--- src/rtl/bcts_pkg.sv ---
`timescale 1ns / 1ps
`default_nettype none
// ----------------------------------------------------------------------------
// bcts_pkg: shared types and codes of the battery cell test sequencer
// Phase codes, request codes, register indexes and fixed constants.
// ----------------------------------------------------------------------------
package bcts_pkg;

   // test phases, as reported on the result channel
   typedef enum logic [2:0] {
      PH_STANDBY   = 3'd0,
      PH_IDLE      = 3'd1,
      PH_PRECHARGE = 3'd2,
      PH_DISCHARGE = 3'd3,
      PH_CHARGE    = 3'd4,
      PH_REST      = 3'd5,
      PH_DS_RES    = 3'd6,
      PH_CS_RES    = 3'd7
   } phase_type;

   // sequencer of one request beat
   typedef enum logic [2:0] {
      SEQ_IDLE,
      SEQ_EVAL,
      SEQ_MUL,
      SEQ_DIV,
      SEQ_OUT
   } seq_state_type;

   // request codes
   localparam logic [1:0] REQ_PERIOD = 2'd0;
   localparam logic [1:0] REQ_START  = 2'd1;
   localparam logic [1:0] REQ_ABORT  = 2'd2;

   // test sequences
   localparam logic [1:0] TSEQ_FULL      = 2'd0;
   localparam logic [1:0] TSEQ_DIS_CHG   = 2'd1;
   localparam logic [1:0] TSEQ_CHG_ONLY  = 2'd2;
   localparam logic [1:0] TSEQ_DIS_ONLY  = 2'd3;

   // register indexes
   localparam logic [2:0] CSR_TEST_SEQUENCE  = 3'd0;
   localparam logic [2:0] CSR_CELL_TOTAL     = 3'd1;
   localparam logic [2:0] CSR_END_CHARGE_MA  = 3'd2;
   localparam logic [2:0] CSR_END_DISCH_MV   = 3'd3;
   localparam logic [2:0] CSR_CONFIRM        = 3'd4;
   localparam logic [2:0] CSR_REST           = 3'd5;
   localparam logic [2:0] CSR_RES_PERIODS    = 3'd6;

   // fixed constants
   localparam logic [15:0] LOW_CELL_MV    = 16'd900;
   localparam logic [13:0] RES_SCALE      = 14'd10000;
   localparam logic [23:0] RES_MAX        = 24'hFF_FFFF;
   localparam logic [7:0]  RES_SAMPLE_CNT = 8'd4;
   localparam logic [7:0]  RES_RESULT_CNT = 8'd1;

   // per-beat status flags of one result
   typedef struct packed {
      logic fault;
      logic cell_done;
      logic all_done;
      logic res_valid;
      logic res_error;
   } rsp_flags_type;

endpackage
`default_nettype wire

--- src/rtl/battery_cell_test_sequencer.sv ---
`timescale 1ns / 1ps
`default_nettype none
// ----------------------------------------------------------------------------
// battery_cell_test_sequencer: multi-cell charge/discharge test sequencer
// Steps cells through precharge, discharge, charge, rest and DC-resistance
// phases, one step per request beat, and reports the state after each beat.
// ----------------------------------------------------------------------------
//
//  channel  direction  handshake           payload
//  -------  ---------  ------------------  ----------------------------------
//  req      in         req_valid/req_stall  type, voltage_mv, current_ma
//  rsp      out        rsp_valid/rsp_stall  phase, converter, cell, flags, R
//  csr      in         csr_valid/csr_ready  3-bit index, 16-bit data
//
//  A beat goes from acceptance through evaluation to the output step. The beat
//  that closes a resistance measurement with positive differences also passes
//  through a multiply by 10000 and then a shift-subtract divider that yields
//  one quotient bit per cycle.
//  Reset clears the sequencer, the test state and the registers to defaults.
//  req_stall stays high from acceptance until the result is loaded into the
//  output register; a stalled result holds while the next beat is worked on.
//  csr_ready is always high; write registers only while the block is idle.
//
module battery_cell_test_sequencer
   import bcts_pkg::*;
#(
   parameter int MAX_CELLS = 4,
   parameter int MEAS_BITS = 16
) (
   input  wire logic        clock,
   input  wire logic        reset,
   // request channel
   input  wire logic        req_valid,
   output logic             req_stall,
   input  wire logic [1:0]  req_type,
   input  wire logic [15:0] req_voltage_mv,
   input  wire logic [15:0] req_current_ma,
   // result channel
   output logic             rsp_valid,
   input  wire logic        rsp_stall,
   output logic [2:0]       rsp_phase,
   output logic             rsp_converter_on,
   output logic [1:0]       rsp_current_setting,
   output logic [2:0]       rsp_cell_number,
   output logic             rsp_low_cell_fault,
   output logic             rsp_cell_finished,
   output logic             rsp_all_finished,
   output logic [23:0]      rsp_resistance_value,
   output logic             rsp_resistance_valid,
   output logic             rsp_resistance_error,
   // configuration channel
   input  wire logic        csr_valid,
   output logic             csr_ready,
   input  wire logic [2:0]  csr_index,
   input  wire logic [15:0] csr_data
);

   // measurement width after masking, and divider widths
   localparam int MW = (MEAS_BITS < 16) ? MEAS_BITS : 16;
   localparam int DW = MW + 14;
   localparam int CW = $clog2(DW);
   localparam logic [3:0] MaxCells = 4'(MAX_CELLS);

   // ---------------------------------------------------------------------
   // configuration registers
   // ---------------------------------------------------------------------
   logic [1:0]  test_seq_ff;
   logic [2:0]  cell_total_ff;
   logic [15:0] end_chg_ma_ff;
   logic [15:0] end_dis_mv_ff;
   logic [15:0] confirm_periods_ff;
   logic [15:0] rest_periods_ff;
   logic [7:0]  res_periods_ff;

   assign csr_ready = 1'b1;

   always_ff @(posedge clock) begin
      if (reset) begin
         test_seq_ff        <= TSEQ_FULL;
         cell_total_ff      <= 3'd1;
         end_chg_ma_ff      <= 16'd100;
         end_dis_mv_ff      <= 16'd3000;
         confirm_periods_ff <= 16'd0;
         rest_periods_ff    <= 16'd10;
         res_periods_ff     <= 8'd15;
      end else if (csr_valid && csr_ready) begin
         unique case (csr_index)
            CSR_TEST_SEQUENCE: test_seq_ff        <= csr_data[1:0];
            CSR_CELL_TOTAL:    cell_total_ff      <= csr_data[2:0];
            CSR_END_CHARGE_MA: end_chg_ma_ff      <= csr_data;
            CSR_END_DISCH_MV:  end_dis_mv_ff      <= csr_data;
            CSR_CONFIRM:       confirm_periods_ff <= csr_data;
            CSR_REST:          rest_periods_ff    <= csr_data;
            CSR_RES_PERIODS:   res_periods_ff     <= csr_data[7:0];
            default: ;  // writes past the register list are dropped
         endcase
      end
   end

   // ---------------------------------------------------------------------
   // sequencer
   // ---------------------------------------------------------------------
   seq_state_type state_ff, state_in;
   logic [CW-1:0] div_cnt_ff;
   logic          div_go;
   logic          out_free;

   // output register is free when empty or being taken this cycle
   assign out_free = !rsp_valid || !rsp_stall;

   always_ff @(posedge clock) begin
      if (reset) begin
         state_ff <= SEQ_IDLE;
      end else begin
         state_ff <= state_in;
      end
   end

   always_comb begin
      state_in  = state_ff;
      req_stall = 1'b1;
      unique case (state_ff)
         SEQ_IDLE: begin
            req_stall = 1'b0;
            if (req_valid) state_in = SEQ_EVAL;
         end
         SEQ_EVAL: state_in = div_go ? SEQ_MUL : SEQ_OUT;
         SEQ_MUL:  state_in = SEQ_DIV;
         SEQ_DIV: begin
            if (div_cnt_ff == CW'(DW - 1)) state_in = SEQ_OUT;
         end
         SEQ_OUT: begin
            if (out_free) state_in = SEQ_IDLE;
         end
         default: state_in = SEQ_IDLE;
      endcase
   end

   // ---------------------------------------------------------------------
   // captured request beat
   // ---------------------------------------------------------------------
   logic [1:0]    req_type_ff;
   logic [MW-1:0] volt_ff;
   logic [MW-1:0] curr_ff;

   always_ff @(posedge clock) begin
      if (state_ff == SEQ_IDLE && req_valid) begin
         req_type_ff <= req_type;
         volt_ff     <= req_voltage_mv[MW-1:0];
         curr_ff     <= req_current_ma[MW-1:0];
      end
   end

   // ---------------------------------------------------------------------
   // test state and one step of the phase machine
   // ---------------------------------------------------------------------
   phase_type     phase_ff, phase_in;
   phase_type     pbr_ff, pbr_in;
   logic [2:0]    cell_ff, cell_in;
   logic [15:0]   confirm_ff, confirm_in;
   logic [15:0]   rest_ff, rest_in;
   logic [7:0]    rcnt_ff, rcnt_in;
   logic [MW-1:0] first_v_ff, first_v_in;
   logic [MW-1:0] first_i_ff, first_i_in;
   rsp_flags_type flags_ff, flags_in;
   logic [MW-1:0] vdiff_ff, vdiff_in;
   logic [MW-1:0] idiff_ff, idiff_in;

   // step actions, at most one per beat
   logic          go_work, go_res, go_rest, go_finish;
   phase_type     work_phase, res_phase, rest_from, begin_phase;
   logic [3:0]    total;
   logic [15:0]   volt16, curr16;

   assign volt16 = 16'(volt_ff);
   assign curr16 = 16'(curr_ff);

   always_comb begin
      case (test_seq_ff)
         TSEQ_FULL:     begin_phase = PH_PRECHARGE;
         TSEQ_CHG_ONLY: begin_phase = PH_CHARGE;
         default:       begin_phase = PH_DISCHARGE;
      endcase
   end

   // effective cell count: clamp to 1..MAX_CELLS
   always_comb begin
      total = {1'b0, cell_total_ff};
      if (total == 4'd0) total = 4'd1;
      if (total > MaxCells) total = MaxCells;
   end

   always_comb begin
      phase_in   = phase_ff;
      pbr_in     = pbr_ff;
      cell_in    = cell_ff;
      confirm_in = confirm_ff;
      rest_in    = rest_ff;
      rcnt_in    = rcnt_ff;
      first_v_in = first_v_ff;
      first_i_in = first_i_ff;
      vdiff_in   = first_v_ff - volt_ff;
      idiff_in   = curr_ff - first_i_ff;
      flags_in   = '0;
      div_go     = 1'b0;
      go_work    = 1'b0;
      go_res     = 1'b0;
      go_rest    = 1'b0;
      go_finish  = 1'b0;
      work_phase = begin_phase;
      res_phase  = PH_DS_RES;
      rest_from  = phase_ff;

      case (req_type_ff)
         REQ_ABORT: phase_in = PH_STANDBY;
         REQ_START: begin
            if (phase_ff == PH_STANDBY) begin
               cell_in = 3'd1;
               go_work = 1'b1;
            end else if (phase_ff == PH_IDLE) begin
               go_work = 1'b1;
            end
         end
         REQ_PERIOD: begin
            unique case (phase_ff)
               PH_IDLE: go_work = 1'b1;
               PH_PRECHARGE: begin
                  if (volt16 < LOW_CELL_MV) begin
                     phase_in       = PH_STANDBY;
                     flags_in.fault = 1'b1;
                  end else if (curr16 < end_chg_ma_ff) begin
                     if (confirm_ff == 16'd0) go_rest = 1'b1;
                     else confirm_in = confirm_ff - 16'd1;
                  end
               end
               PH_DISCHARGE: begin
                  if (volt16 < end_dis_mv_ff) begin
                     if (test_seq_ff == TSEQ_DIS_ONLY) go_finish = 1'b1;
                     else if (confirm_ff == 16'd0) go_rest = 1'b1;
                     else confirm_in = confirm_ff - 16'd1;
                  end
               end
               PH_CHARGE: begin
                  if (volt16 < LOW_CELL_MV) begin
                     phase_in       = PH_STANDBY;
                     flags_in.fault = 1'b1;
                  end else if (curr16 < end_chg_ma_ff) begin
                     if (test_seq_ff == TSEQ_CHG_ONLY || test_seq_ff == TSEQ_DIS_ONLY) begin
                        go_finish = 1'b1;
                     end else if (confirm_ff == 16'd0) begin
                        go_rest = 1'b1;
                     end else begin
                        confirm_in = confirm_ff - 16'd1;
                     end
                  end
               end
               PH_REST: begin
                  if (rest_ff != 16'd0) begin
                     rest_in = rest_ff - 16'd1;
                  end else begin
                     case (pbr_ff)
                        PH_PRECHARGE: begin
                           go_work    = 1'b1;
                           work_phase = PH_DISCHARGE;
                        end
                        PH_DISCHARGE: go_res = 1'b1;
                        PH_CHARGE: begin
                           go_res    = 1'b1;
                           res_phase = PH_CS_RES;
                        end
                        PH_DS_RES: begin
                           go_work    = 1'b1;
                           work_phase = PH_CHARGE;
                        end
                        default: go_finish = 1'b1;
                     endcase
                  end
               end
               PH_DS_RES, PH_CS_RES: begin
                  if (rcnt_ff == RES_SAMPLE_CNT) begin
                     first_v_in = volt_ff;
                     first_i_in = curr_ff;
                  end
                  if (rcnt_ff == RES_RESULT_CNT) begin
                     if (first_v_ff > volt_ff && curr_ff > first_i_ff) begin
                        div_go             = 1'b1;
                        flags_in.res_valid = 1'b1;
                     end else begin
                        flags_in.res_error = 1'b1;
                     end
                  end
                  if (rcnt_ff == 8'd0) go_rest = 1'b1;
                  else rcnt_in = rcnt_ff - 8'd1;
               end
               default: ;  // standby ignores periods
            endcase
         end
         default: ;  // unknown request: report state only
      endcase

      // apply the phase entry of this step
      if (go_work) begin
         phase_in   = work_phase;
         confirm_in = confirm_periods_ff;
      end
      if (go_res) begin
         phase_in = res_phase;
         rcnt_in  = res_periods_ff;
      end
      if (go_rest) begin
         phase_in = PH_REST;
         pbr_in   = rest_from;
         rest_in  = rest_periods_ff;
      end
      if (go_finish) begin
         flags_in.cell_done = 1'b1;
         if ({1'b0, cell_ff} < total) begin
            cell_in  = cell_ff + 3'd1;
            phase_in = PH_IDLE;
         end else begin
            phase_in          = PH_STANDBY;
            flags_in.all_done = 1'b1;
         end
      end
   end

   always_ff @(posedge clock) begin
      if (reset) begin
         phase_ff   <= PH_STANDBY;
         pbr_ff     <= PH_STANDBY;
         cell_ff    <= 3'd1;
         confirm_ff <= 16'd0;
         rest_ff    <= 16'd0;
         rcnt_ff    <= 8'd0;
         first_v_ff <= '0;
         first_i_ff <= '0;
      end else if (state_ff == SEQ_EVAL) begin
         phase_ff   <= phase_in;
         pbr_ff     <= pbr_in;
         cell_ff    <= cell_in;
         confirm_ff <= confirm_in;
         rest_ff    <= rest_in;
         rcnt_ff    <= rcnt_in;
         first_v_ff <= first_v_in;
         first_i_ff <= first_i_in;
      end
   end

   always_ff @(posedge clock) begin
      if (state_ff == SEQ_EVAL) begin
         flags_ff <= flags_in;
         vdiff_ff <= vdiff_in;
         idiff_ff <= idiff_in;
      end
   end

   // ---------------------------------------------------------------------
   // resistance: multiply by 10000, then shift-subtract divide
   // ---------------------------------------------------------------------
   logic [DW-1:0] quot_ff;
   logic [MW-1:0] rem_ff;
   logic [23:0]   res_ff;
   logic [DW-1:0] mul_prod;
   logic [MW:0]   rem_sh;
   logic [MW:0]   rem_diff;
   logic          rem_ge;
   logic [DW-1:0] quot_next;

   assign mul_prod  = DW'(vdiff_ff) * DW'(RES_SCALE);
   assign rem_sh    = {rem_ff, quot_ff[DW-1]};
   assign rem_ge    = rem_sh >= {1'b0, idiff_ff};
   assign rem_diff  = rem_sh - {1'b0, idiff_ff};
   assign quot_next = {quot_ff[DW-2:0], rem_ge};

   always_ff @(posedge clock) begin
      if (state_ff == SEQ_MUL) begin
         quot_ff    <= mul_prod;
         rem_ff     <= '0;
         div_cnt_ff <= '0;
      end else if (state_ff == SEQ_DIV) begin
         // bring down one dividend bit, subtract when it fits
         quot_ff    <= quot_next;
         rem_ff     <= rem_ge ? rem_diff[MW-1:0] : rem_sh[MW-1:0];
         div_cnt_ff <= div_cnt_ff + CW'(1);
         // saturate the finished quotient to 24 bits
         if (div_cnt_ff == CW'(DW - 1)) begin
            res_ff <= (quot_next > DW'(RES_MAX)) ? RES_MAX : quot_next[23:0];
         end
      end
   end

   // ---------------------------------------------------------------------
   // output register
   // ---------------------------------------------------------------------
   logic conv_now;
   logic [1:0] setting_now;

   // converter drive follows the phase just entered
   always_comb begin
      conv_now    = 1'b0;
      setting_now = 2'd0;
      case (phase_ff)
         PH_PRECHARGE, PH_CHARGE: conv_now = 1'b1;
         PH_DISCHARGE: begin
            conv_now    = 1'b1;
            setting_now = 2'd1;
         end
         PH_DS_RES, PH_CS_RES: begin
            if (rcnt_ff != 8'd0) begin
               conv_now    = 1'b1;
               setting_now = (rcnt_ff < RES_SAMPLE_CNT) ? 2'd3 : 2'd2;
            end
         end
         default: ;
      endcase
   end

   logic load_out;
   assign load_out = (state_ff == SEQ_OUT) && out_free;

   always_ff @(posedge clock) begin
      if (reset) begin
         rsp_valid <= 1'b0;
      end else if (load_out) begin
         rsp_valid <= 1'b1;
      end else if (!rsp_stall) begin
         rsp_valid <= 1'b0;
      end
   end

   always_ff @(posedge clock) begin
      if (load_out) begin
         rsp_phase            <= phase_ff;
         rsp_converter_on     <= conv_now;
         rsp_current_setting  <= setting_now;
         rsp_cell_number      <= cell_ff;
         rsp_low_cell_fault   <= flags_ff.fault;
         rsp_cell_finished    <= flags_ff.cell_done;
         rsp_all_finished     <= flags_ff.all_done;
         rsp_resistance_value <= flags_ff.res_valid ? res_ff : 24'd0;
         rsp_resistance_valid <= flags_ff.res_valid;
         rsp_resistance_error <= flags_ff.res_error;
      end
   end

   // ---------------------------------------------------------------------
   // assertions
   // ---------------------------------------------------------------------
   a_rsp_from_out: assert property (@(posedge clock) disable iff (reset)
      $rose(rsp_valid) |-> $past(state_ff == SEQ_OUT))
      else $error("result raised outside the output step");

   a_res_excl: assert property (@(posedge clock) disable iff (reset)
      rsp_valid |-> !(rsp_resistance_valid && rsp_resistance_error))
      else $error("resistance valid and error together");

   a_res_zero: assert property (@(posedge clock) disable iff (reset)
      (rsp_valid && !rsp_resistance_valid) |-> (rsp_resistance_value == 24'd0))
      else $error("resistance value without a fresh result");

   a_conv_off: assert property (@(posedge clock) disable iff (reset)
      (rsp_valid && !rsp_converter_on) |-> (rsp_current_setting == 2'd0))
      else $error("current setting with converter off");

   a_all_done: assert property (@(posedge clock) disable iff (reset)
      (rsp_valid && rsp_all_finished) |-> (rsp_cell_finished && rsp_phase == PH_STANDBY))
      else $error("all finished without cell finished in standby");

endmodule
`default_nettype wire
--- config.mk ---
export PLATFORM = sky130hd
export DESIGN_NAME = battery_cell_test_sequencer
export DESIGN_NICKNAME = d
export VERILOG_FILES = /design/src/rtl/bcts_pkg.sv /design/src/rtl/battery_cell_test_sequencer.sv
export SDC_FILE = /design/constraint.sdc
export NUM_CORES = 1
export LEC_CHECK = 0
export BUFFER_PORTS_ARGS = -buffer_cell sky130_fd_sc_hd__buf_2
export CAP_MARGIN = 25
export CORE_AREA = 2 2 258 260
export DETAILED_ROUTE_END_ITERATION = 12
export DIE_AREA = 0 0 260 262
export SYNTH_ARGS = -nofsm -noshare
export SYNTH_HDL_FRONTEND = slang
export SYNTH_SLANG_ARGS = --single-unit
--- constraint.sdc ---
create_clock -name clock -period 7.7 [get_ports clock]
set_input_delay 1.54 -clock clock [delete_from_list [all_inputs] [get_ports clock]]
set_output_delay 1.54 -clock clock [all_outputs]
set_load 0.02 [all_outputs]
Word-level counts from Yosys, hierarchy flattened

Cells that the tools add are included.

Input port bits: 58
Output and inout bits: 41
Word-level logic and storage cells: 249
Flip-flop bits (word level): 346

Muxes and demuxes: 96
Order comparisons: 10
Add/subtract/negate cells: 8
Reduce and logical (&&, ||, !) cells: 49
Equal/unequal tests: 42
$mul: 1
Bitwise operators: 1

Operators with widths:

| kind                                                                    | number |
|---|---|
| 16-bit 2-to-1 mux                                                       | 15 |
| 30-bit 2-to-1 mux                                                       | 2 |
| 3-bit 2-to-1 mux                                                        | 18 |
| 16-bit one-hot mux with 3 select lines                                  | 1 |
| 16-bit subtractor                                                       | 3 |
| 1-bit 2-to-1 mux                                                        | 43 |
| 16-bit > comparator                                                     | 2 |
| 16-bit < comparator                                                     | 2 |
| 8-bit 2-to-1 mux                                                        | 4 |
| 16-bit by 1-bit subtractor with 16-bit output (second input constant)   | 2 |
| 3-bit == test (second input constant)                                   | 10 |
| 30-bit by 24-bit > comparator with 1-bit output (second input constant) | 1 |
| 16-bit by 10-bit multiplier with 26-bit output (second input constant)  | 1 |
| 3-bit by 2-bit == test with 1-bit output (second input constant)        | 8 |
| 3-bit inequality test (second input constant)                           | 7 |
| 3-bit one-hot mux with 2 select lines                                   | 3 |
| 2-bit AND reduction                                                     | 9 |
| 17-bit by 16-bit greater-or-equal comparator with 1-bit output          | 1 |
| 16-bit logical NOT                                                      | 1 |
| 16-bit by 10-bit < comparator with 1-bit output (second input constant) | 1 |
| 4-bit AND reduction                                                     | 4 |
| 16-bit nonzero test                                                     | 1 |
| 3-bit one-hot mux with 5 select lines                                   | 1 |
| 2-bit nonzero test                                                      | 7 |
| other kinds (36)                                                        | 60 |

Longest topological paths before layout

Gate-level depths: netlist of the first run.

Depth in word-level cells: 10
Gate-level depth with buffers: 21
Mapped depth without buffers: 21

Worst setup path after synthesis of the first run

No wires, ideal clock.

Kind: register to register
Start point: reg vdiff_ff[4]
End point: reg quot_ff[29] (data pin)
Arrival: 4.549 ns
Slack: 3.005 ns
Path buffers: 0
Library setup time: 0.147 ns
Cell stages (with the launch flop): 22
Period minus slack after synthesis: 4.695 ns
Data required time: 7.553 ns
Path through: edfxtp_1 inv_1 fa_1 inv_1 ha_1 inv_1 fa_1 inv_1 ha_1 inv_1 fa_1 inv_1 ha_1 or4_1 o21ai_0 nor4_1 nor2_1 a21oi_1 a221oi_1 xnor2_1 nand2_1 a21oi_1

Cells in the longest elaborated chain, start to end: 2

RTL lines:

| element                                        | line                               | RTL |
|---|---|---|
| start: declaration                             | battery_cell_test_sequencer.sv:166 | `logic [MW-1:0] vdiff_ff, vdiff_in;` |
| start signal: assignment                       | battery_cell_test_sequencer.sv:352 | `vdiff_ff <= vdiff_in;` |
| 16-bit by 10-bit multiplier with 26-bit output | battery_cell_test_sequencer.sv:369 | `assign mul_prod = DW'(vdiff_ff) * DW'(RES_SCALE);` |
| 30-bit 2-to-1 mux                              | battery_cell_test_sequencer.sv:376 | `if (state_ff == SEQ_MUL) begin` |
| end signal: assignment                         | battery_cell_test_sequencer.sv:377 | `quot_ff <= mul_prod;` |
| end signal: assignment                         | battery_cell_test_sequencer.sv:382 | `quot_ff <= quot_next;` |
| end: declaration                               | battery_cell_test_sequencer.sv:360 | `logic [DW-1:0] quot_ff;` |

Every way passes these cells.
A chain may end at the register's enable or synchronous reset.

Worst setup path in the final report of the first run

Start point: reg vdiff_ff[6]
End point: reg quot_ff[28] (data pin)

Same word-level chain as after synthesis.

==> impl_metrics.yaml, run 1 <==
critical_path:
  critPathLaunchType: "register"
  cp.arrival_ns: 5.53
  crit_fanout: 5
  r2r_cells: 19
  critical_path_class: "register to register"
  cp.required_ns: 8.13
  crit_path_end_kind: "register"
sta:
  tightest_slew_ns: 0.984
  final.setup.tns_ns: 0
  period_share_pct: 66.3
  finalSetupViolCount: 0
  timing_hold_violations_final: 0
  slew_viol_final: 0
  fmax_mhz: 196
  worst_slack_ns: 2.60
  period_needed_ns: 5.10
  slew_headroom_pct: 34.4
  skew_ns: 0.0290
  rsz0062_at_grt: "no"
cts:
  postCtsHoldBufs: 0
  htree_levels: 2
  cts_resized: 0
  clk_latency_ns: 0.57
  cts_buffers: 40
  clk_path_buf_depth: 3
  cts.sink_count: 346
  clk_pin_slew_ns: 0.06
  post-cts-setup-buffers: 0
  cts_tree: "built"
  cts_root_buffer: "clkbuf_16"
synthesis:
  synth-async-reset-ratio_pct: 0
  synthTopCellsByArea: "edfxtp_1, dfxtp_1, ha_1"
  synth_warnings: 0
  synth_top_area_share_pct: 24.6
  yosysMostFrequentCell: "nand2_1"
  yosysTopAreaCell: "edfxtp_1"
  syn_inst: 2115
  synth_fp_nets: 2370
  synth_common_cells: "nand2_1, inv_1, a21oi_1, dfxtp_1"
  avgSynthCellArea_sq_um: 9.19
  synth_edf_count: 159
  syn_area_sq_um: 19400
  synth_seq_cells: 346
  synth_seq_area_share_pct: 43.8
  synth_cell_type_count: 76
  ys.flop_type: "dfxtp_1"
layout:
  post-route-util_pct: 34.2
  final_nets: 2453
  syn_to_final_growth_pct: 14.9
  drive_gt1_share_pct: 10.8
global_route:
  overflow: 0
  grtUsageTotal_pct: 14.1
  grt_pass1_wl_um: 76900
  grt_pass1_vias: 14700
  antenna_found_initial: 1
  grt_max_degree: 82
route:
  via_per_inst: 4.90
  drc: 0
  ant_nets: 0
  avgRoutedWirePerCell_um: 15.7
  vias: 15200
  drt_first_iter_violations: 1163
  wl_um: 48700
  dr.pass1.iters: 5
hold_path:
  hp-class: "register to register"
  min_path_cells: 0
floorplanning:
  rows: 94
  die_x_um: 260
  num_io_pins: 99
  die_y_um: 262
  dieArea_sq_um: 68100
  core_region_area_sq_um: 65300
  start_util_pct: 29.8
placed_design:
  dpl.hpwl_um: 36000
  pre_cts_ws_ns: 2.61
  portBuffers: 97
  routabilityCongestion: 0.869
power_and_ir_drop:
  peakVddDrop_mv: 0.170
  power_uw: 5060
  powerDensity_nw_per_um2: 227
  p_leak_uw: 0.00891
job:
  drv_cap: 0
status:
  status: "completed"
per-layer routing:
metal	global-route usage, %	vias up	routed length (um)
met3	2.10	82	2800
li1	-	7559	-
met4	4.07	0	1140
met1	18.5	7128	22000
met5	0	-	0
met2	24.0	395	22800
registers in the layout, indices dropped and copies added, names as in the netlist, 5 cells and up:
signal                count
vdiff_ff                 16
confirm_periods_ff       16
quot_ff                  30
first_v_ff               16
idiff_ff                 16
res_ff                   24
flags_ff                  5
rsp_resistance_value     24
curr16                   16
rest_ff                  16
rem_ff                   16
div_cnt_ff                5
res_periods_ff            8
confirm_ff               16
end_chg_ma_ff            16
rest_periods_ff          16
end_dis_mv_ff            16
first_i_ff               16
rcnt_ff                   8
volt16                   16
final timing paths:
path               start           endpoint  slack, ns
max reg2reg  vdiff_ff[6]        quot_ff[28]       2.60
min reg2reg  flags_ff[3]  rsp_cell_finished       0.43
min          flags_ff[3]  rsp_cell_finished       0.43
max          vdiff_ff[6]        quot_ff[28]       2.60
layout make-up:
type	instances	area [sq um]
clock buffer	66	1300
clock inverter	8	105
tap	864	1080
multi-input combinational	1471	9810
inverter	222	833
timing repair buffer	117	669
fill	6729	42900
sequential	346	8520
antenna	1	2.50
worst max-delay path, cell delays in order (launching register included):
cell      delay, ns
edfxtp_1       0.40
inv_1          0.13
fa_1           0.54
inv_1          0.04
ha_1           0.29
fa_1           0.48
ha_1           0.28
inv_1          0.05
fa_1           0.49
inv_1          0.04
ha_1           0.35
a21o_1         0.20
a211oi_1       0.26
nor2_1         0.09
o41ai_1        0.50
a21oi_1        0.14
a211oi_1       0.29
xnor2_1        0.15
nand2_1        0.07
a21oi_1        0.16
per-stage QoR:
step / area, sq um / hold slack (ns) / instances
2_1_floorplan: 19400 / 0.400 / 2115
3_3_place_gp: 20900 / 0.410 / 3016
3_5_place_dp: 20900 / 0.415 / 3019
4_1_cts: 22300 / 0.426 / 3093
5_1_grt: 22300 / 0.435 / 3094
6_report: 22300 / 0.426 / 3095
cells by family (layout without fill, tap and decap cells):
logic type,count (synthesis),count (layout),synth area share [%]
buf+inv,298,413,5.83
fa+ha+maj,197,197,14.2
flops,346,346,43.8
xor+xnor,50,50,2.25
other cells,1,2,0.0193
compound gates,498,498,15.9
simple gates,700,700,16.7
mux,25,25,1.31
power by group:
group          switching [uW]  internal (uW)
sequential               40.0           1970
clock                     771           1190
combinational             635            451
placed cells by master, fill, tap and decap left out, types with 38 or more instances in the layout:
cell type,n
inv_1,220
dfxtp_1,187
edfxtp_1,159
a21o_1,42
nand2_1,307
a21oi_1,212
clkbuf_16,42
o21ai_0,89
nor3_1,43
ha_1,159
fa_1,38
buf_2,96
nor2_1,124
Note: power is estimated with default switching activity, not from simulation.
==> run 2, diff against run 1 <==
==> constraint.sdc (replaced) <==
create_clock -name clock -period 4.55 [get_ports clock]
set_input_delay 0.91 -clock clock [delete_from_list [all_inputs] [get_ports clock]]
set_output_delay 0.91 -clock clock [all_outputs]
set_load 0.02 [all_outputs]
==> run 2 against run 1 <==
The run now ends with setup timing left. Count of clock-buffer cells in the layout shrank 8. Largest power group unchanged. Utilization grew 0.94 points. Wire length grew 0.23%. Sequential power grew 69%. Final cell count grew 1.6%. Critical path type unchanged.
==> impl_metrics.yaml, run 2 (same netlist as run 1, synthesis figures left out) <==
sta:
  period_share_pct: 101
  slew_headroom_pct: 40.5
  worst_slack_ns: -0.0263
  skew_ns: 0.0344
  timing_hold_violations_final: 0
  period_needed_ns: 4.58
  finalSetupViolCount: 2
  rsz0062_at_grt: "yes"
  fmax_mhz: 219
  slew_viol_final: 0
  tightest_slew_ns: 0.887
critical_path:
  r2r_cells: 22
  cp.required_ns: 4.86
  reg2reg_to: "quot_ff[19]"
  cp.arrival_ns: 4.89
  critPathLaunch: "vdiff_ff[6]"
  crit_fanout: 4
  critical_path_class: "register to register"
  worstSetupEndpoint: "quot_ff[19]"
  critPathLaunchType: "register"
  crit_path_end_kind: "register"
  r2r_start: "vdiff_ff[6]"
  r2r_slack_ns: -0.03
cts:
  cts.sink_count: 346
  cts_root_buffer: "clkbuf_16"
  clk_latency_ns: 0.59
  cts_buffers: 41
  postCtsHoldBufs: 0
  htree_levels: 2
  cts_tree: "built"
  clk_path_buf_depth: 3
  clk_pin_slew_ns: 0.06
global_route:
  grt_util_met3_pct: 2.25
  grt_use_met2_pct: 23.7
  grt_pass1_wl_um: 77100
  grt_max_degree: 71
  use_met1_pct: 18.1
  antenna_found_initial: 3
  grt_pass1_vias: 14800
  grtUsageTotal_pct: 14.0
  busiest_layer: "met2"
  overflow: 0
hold_path:
  hp-class: "register to register"
  min_path_cells: 0
route:
  wl_um: 48800
  drc: 0
  dr.pass1.iters: 7
  ant_nets: 0
  via_per_inst: 4.92
  vias: 15500
  avgRoutedWirePerCell_um: 15.5
  drt_first_iter_violations: 1035
layout:
  layout_common_cells: "nand2_1, inv_1, a21oi_1, dfxtp_1, edfxtp_1"
  regMostFlops: "quot_ff"
  syn_to_final_growth_pct: 18.0
  post-route-util_pct: 35.1
  final_common_cell: "nand2_1"
  antenna_cells: 0
  top_regs: "quot_ff: 30 flops, res_ff: 24 flops, rsp_resistance_value: 24 flops"
  final_nets: 2503
  largest_reg_flops: 30
  drive_gt1_share_pct: 14.7
  instances_no_fill: 3144
power_and_ir_drop:
  seqPwrFrac_pct: 37.0
  peakVddDrop_mv: 0.253
  p_clk_share_pct: 35.8
  swShare_pct: 29.9
  power.internal_uw: 6440
  p_leak_uw: 0.00914
  p_comb_share_pct: 27.2
  powerDensity_nw_per_um2: 401
  p_sw_uw: 2750
status:
  violations: "setup timing"
  status: "complete, but fails checks"
placed_design:
  routabilityCongestion: 0.872
  dpl.hpwl_um: 36000
  dp.cells: 3060
  portBuffers: 97
floorplanning:
  rows: 94
  start_util_pct: 29.8
  num_io_pins: 99
  die_y_um: 262
  die_x_um: 260
  dieArea_sq_um: 68100
  core_region_area_sq_um: 65300
job:
  drv_cap: 0
## run 2: layout make-up
| type | count | area, sq um |
|---|---|---|
| clock buffers | 58 | 1140 |
| clock inverters | 17 | 219 |
| fillers | 6615 | 42300 |
| inverters | 222 | 833 |
| multi-input cells | 1471 | 10100 |
| flip-flops and latches | 346 | 8520 |
| well taps | 864 | 1080 |
| repair buffers | 166 | 1040 |
## run 2: power by group through the flow
| stage | clock network (uW) | registers [uW] | logic (uW) |
|---|---|---|---|
| after floorplan | 0 | 3450 | 1450 |
| after global placement | 0 | 3460 | 2030 |
| after detailed placement | 0 | 3470 | 2070 |
| after CTS | 3380 | 3400 | 2270 |
| after global routing | 3500 | 3410 | 2770 |
| final | 3290 | 3400 | 2500 |
## run 2: timing repair
action | 4_1_cts | 5_1_grt
setup endpoints to repair | 10 | 12
gates resized for setup | 27 | 31
setup buffers | 6 | 4
pin swaps | 21 | 33
## run 2: stage by stage
| stage | cell area (sq um) | setup slack [ns] | setup TNS (ns) | hold slack [ns] | total power, uW |
|---|---|---|---|---|---|
| final | 22900 | -0.0263 | -0.0369 | 0.428 | 9190 |
| after global routing | 22900 | -0.238 | -1.61 | 0.442 | 9670 |
| after CTS | 22800 | -0.0595 | -0.127 | 0.435 | 9040 |
| after detailed placement | 21300 | -0.208 | -1.13 | 0.420 | 5540 |
| after global placement | 21200 | -0.126 | -0.420 | 0.417 | 5490 |
| after floorplan | 19500 | 0.0165 | 0 | 0.400 | 4900 |
## run 2: worst min path at each step
stage	from	endpoint	slack, ns
final	flags_ff[4]	rsp_low_cell_fault	0.43
after global placement	flags_ff[0]	rsp_resistance_error	0.42
after detailed placement	flags_ff[2]	rsp_all_finished	0.42
after global routing	flags_ff[2]	rsp_all_finished	0.44
after floorplan	flags_ff[2]	rsp_all_finished	0.40
after CTS	flags_ff[4]	rsp_low_cell_fault	0.44
## run 2: routing by layer
| layer | wire length, um | vias up |
|---|---|---|
| met1 | 21800 | 7275 |
| li1 | - | 7644 |
| met3 | 2860 | 98 |
| met2 | 22700 | 438 |
| met4 | 1390 | 6 |
| met5 | 35 | - |
## run 2: worst max-delay path, stage by stage (launching register included)
cell,delay (ns)
edfxtp_1,0.35
inv_2,0.07
fa_1,0.56
inv_2,0.05
ha_4,0.25
inv_2,0.03
fa_1,0.49
inv_1,0.04
ha_1,0.26
inv_1,0.05
fa_1,0.50
inv_2,0.05
ha_4,0.16
or4_4,0.52
o21ai_4,0.10
buf_4,0.14
buf_4,0.10
nor2_1,0.05
a21o_1,0.18
a21oi_2,0.13
xnor2_1,0.07
mux2i_1,0.13
nor2_1,0.05
==> run 3, diff against run 2 <==
--- a/config.mk
+++ b/config.mk
@@ -7,9 +7,11 @@
 export LEC_CHECK = 0
 export BUFFER_PORTS_ARGS = -buffer_cell sky130_fd_sc_hd__buf_2
 export CAP_MARGIN = 25
-export CORE_AREA = 2 2 258 260
+export CORE_AREA = 2 2 272 247
 export DETAILED_ROUTE_END_ITERATION = 12
-export DIE_AREA = 0 0 260 262
+export DIE_AREA = 0 0 274 249
+export HOLD_SLACK_MARGIN = 0.03
+export MAX_ROUTING_LAYER = met4
 export SYNTH_ARGS = -nofsm -noshare
 export SYNTH_HDL_FRONTEND = slang
 export SYNTH_SLANG_ARGS = --single-unit
==> run 3 against run 2 <==
The run still ends with setup timing left. Highest routed layer is now met4. Critical path depth fell by 1. Critical endpoint is now quot_ff[29]. Fmax is 2.8% lower. Critical path type unchanged. Die area up 0.16%. Count of clock-buffer cells in the layout rose by 2. Worst setup slack worse by 0.13 ns. Sequential power about the same.
==> impl_metrics.yaml, run 3 (same netlist as run 1, synthesis figures left out) <==
cts:
  cts_tree: "built"
  cts.sink_count: 346
  cts_buffers: 39
  cts_root_buffer: "clkbuf_16"
  postCtsHoldBufs: 0
  clk_pin_slew_ns: 0.06
  htree_levels: 2
  clk_latency_ns: 0.58
  clk_path_buf_depth: 3
layout:
  final_common_cell: "nand2_1"
  syn_to_final_growth_pct: 17.9
  drive_gt1_share_pct: 14.7
  final_nets: 2502
  top_regs: "quot_ff: 30 flops, res_ff: 24 flops, rsp_resistance_value: 24 flops"
  layout_common_cells: "nand2_1, a21oi_1, inv_1, dfxtp_1, edfxtp_1"
  largest_reg_flops: 30
  regMostFlops: "quot_ff"
  post-route-util_pct: 35.1
  antenna_cells: 0
  instances_no_fill: 3142
sta:
  rsz0062_at_grt: "yes"
  skew_ns: 0.0392
  tightest_slew_ns: 0.875
  finalSetupViolCount: 6
  fmax_mhz: 212
  timing_hold_violations_final: 0
  slew_headroom_pct: 41.7
  period_needed_ns: 4.71
  slew_viol_final: 0
  final.setup.tns_ns: -0.456
  period_share_pct: 103
  worst_slack_ns: -0.157
critical_path:
  critPathLaunch: "vdiff_ff[6]"
  r2r_start: "vdiff_ff[6]"
  reg2reg_to: "quot_ff[29]"
  r2r_slack_ns: -0.16
  cp.arrival_ns: 5.11
  r2r_cells: 21
  crit_fanout: 3
  worstSetupEndpoint: "quot_ff[29]"
  critical_path_class: "register to register"
  critPathLaunchType: "register"
  crit_path_end_kind: "register"
  cp.required_ns: 4.95
floorplanning:
  num_io_pins: 99
  die_x_um: 274
  die_y_um: 249
  start_util_pct: 29.8
  core_region_area_sq_um: 65300
  rows: 89
  dieArea_sq_um: 68200
placed_design:
  portBuffers: 97
  dp.cells: 3064
  dpl.hpwl_um: 37100
  routabilityCongestion: 0.935
job:
  drv_cap: 0
global_route:
  grt_use_met2_pct: 24.2
  grt_util_met3_pct: 2.15
  grt_pass1_wl_um: 80300
  grtUsageTotal_pct: 15.0
  antenna_found_initial: 0
  grt_pass1_vias: 15100
  use_met1_pct: 19.7
  busiest_layer: "met2"
  grt_max_degree: 65
  overflow: 0
power_and_ir_drop:
  power.internal_uw: 6390
  p_comb_share_pct: 26.9
  p_leak_uw: 0.00912
  swShare_pct: 29.5
  p_sw_uw: 2670
  p_clk_share_pct: 35.6
  seqPwrFrac_pct: 37.6
  powerDensity_nw_per_um2: 395
  peakVddDrop_mv: 0.339
route:
  vias: 15500
  avgRoutedWirePerCell_um: 16.1
  drt_first_iter_violations: 884
  drc: 0
  wl_um: 50700
  dr.pass1.iters: 5
  via_per_inst: 4.93
  ant_nets: 0
hold_path:
  hp-class: "register to register"
status:
  violations: "setup timing"
  status: "complete, but fails checks"
run 3: worst min path at each step:
stage	startpoint	slack, ns	endpoint	cells after the start
2_1_floorplan	flags_ff[2]	0.40	rsp_all_finished	0
3_3_place_gp	flags_ff[3]	0.41	rsp_cell_finished	0
3_5_place_dp	flags_ff[4]	0.41	rsp_low_cell_fault	0
5_1_grt	flags_ff[3]	0.43	rsp_cell_finished	0
4_1_cts	flags_ff[4]	0.42	rsp_low_cell_fault	0
6_report	flags_ff[4]	0.42	rsp_low_cell_fault	0
run 3: layout make-up:
type                       instances  area [sq um]
fill                            6641         42300
multi-input combinational       1471         10100
sequential                       346          8520
clock buffer                      60          1180
tap                              864          1080
timing repair buffer             167          1070
inverter                         222           833
clock inverter                    12           134
run 3: layer usage:
layer	part of all wire, %	up-vias
li1	-	7661
met1	46	7355
met2	47	398
met3	5.1	89
met4	2.4	0
met5	0	-
run 3: power groups by stage:
stage / Clock, uW / Sequential (uW) / Combinational (uW)
2_1_floorplan: 0 / 3450 / 1450
3_3_place_gp: 0 / 3470 / 2060
3_5_place_dp: 0 / 3470 / 2100
4_1_cts: 3320 / 3400 / 2270
5_1_grt: 3440 / 3410 / 2700
6_report: 3220 / 3400 / 2430
run 3: timing repair:
item	4_1_cts	5_1_grt
buffers inserted	1	5
gates resized for setup	23	29
pin swaps	20	24
setup endpoints to repair	8	12
hold endpoints to repair	0	0
run 3: through the flow:
stage                     power [uW]  instance area (sq um)  setup WS [ns]  hold WS (ns)
after global placement          5530                  21200         -0.158         0.412
after global routing            9550                  22900         -0.329         0.435
after floorplan                 4900                  19500         0.0165         0.400
final                           9060                  22900         -0.157         0.423
after detailed placement        5560                  21300         -0.241         0.412
after CTS                       8980                  22800         -0.130         0.425
run 3: critical path, cell delays in order, from the launching register on:
cell	delay, ns
edfxtp_1	0.36
inv_2	0.07
fa_1	0.54
inv_2	0.04
ha_4	0.25
inv_2	0.03
fa_1	0.54
inv_2	0.05
ha_4	0.25
inv_2	0.03
fa_1	0.51
inv_2	0.05
ha_4	0.21
or4_4	0.49
o21ai_4	0.10
nor4_4	0.08
nor2_1	0.13
a21oi_2	0.10
a221oi_2	0.29
xnor2_1	0.15
nand2_1	0.08
a21oi_2	0.16
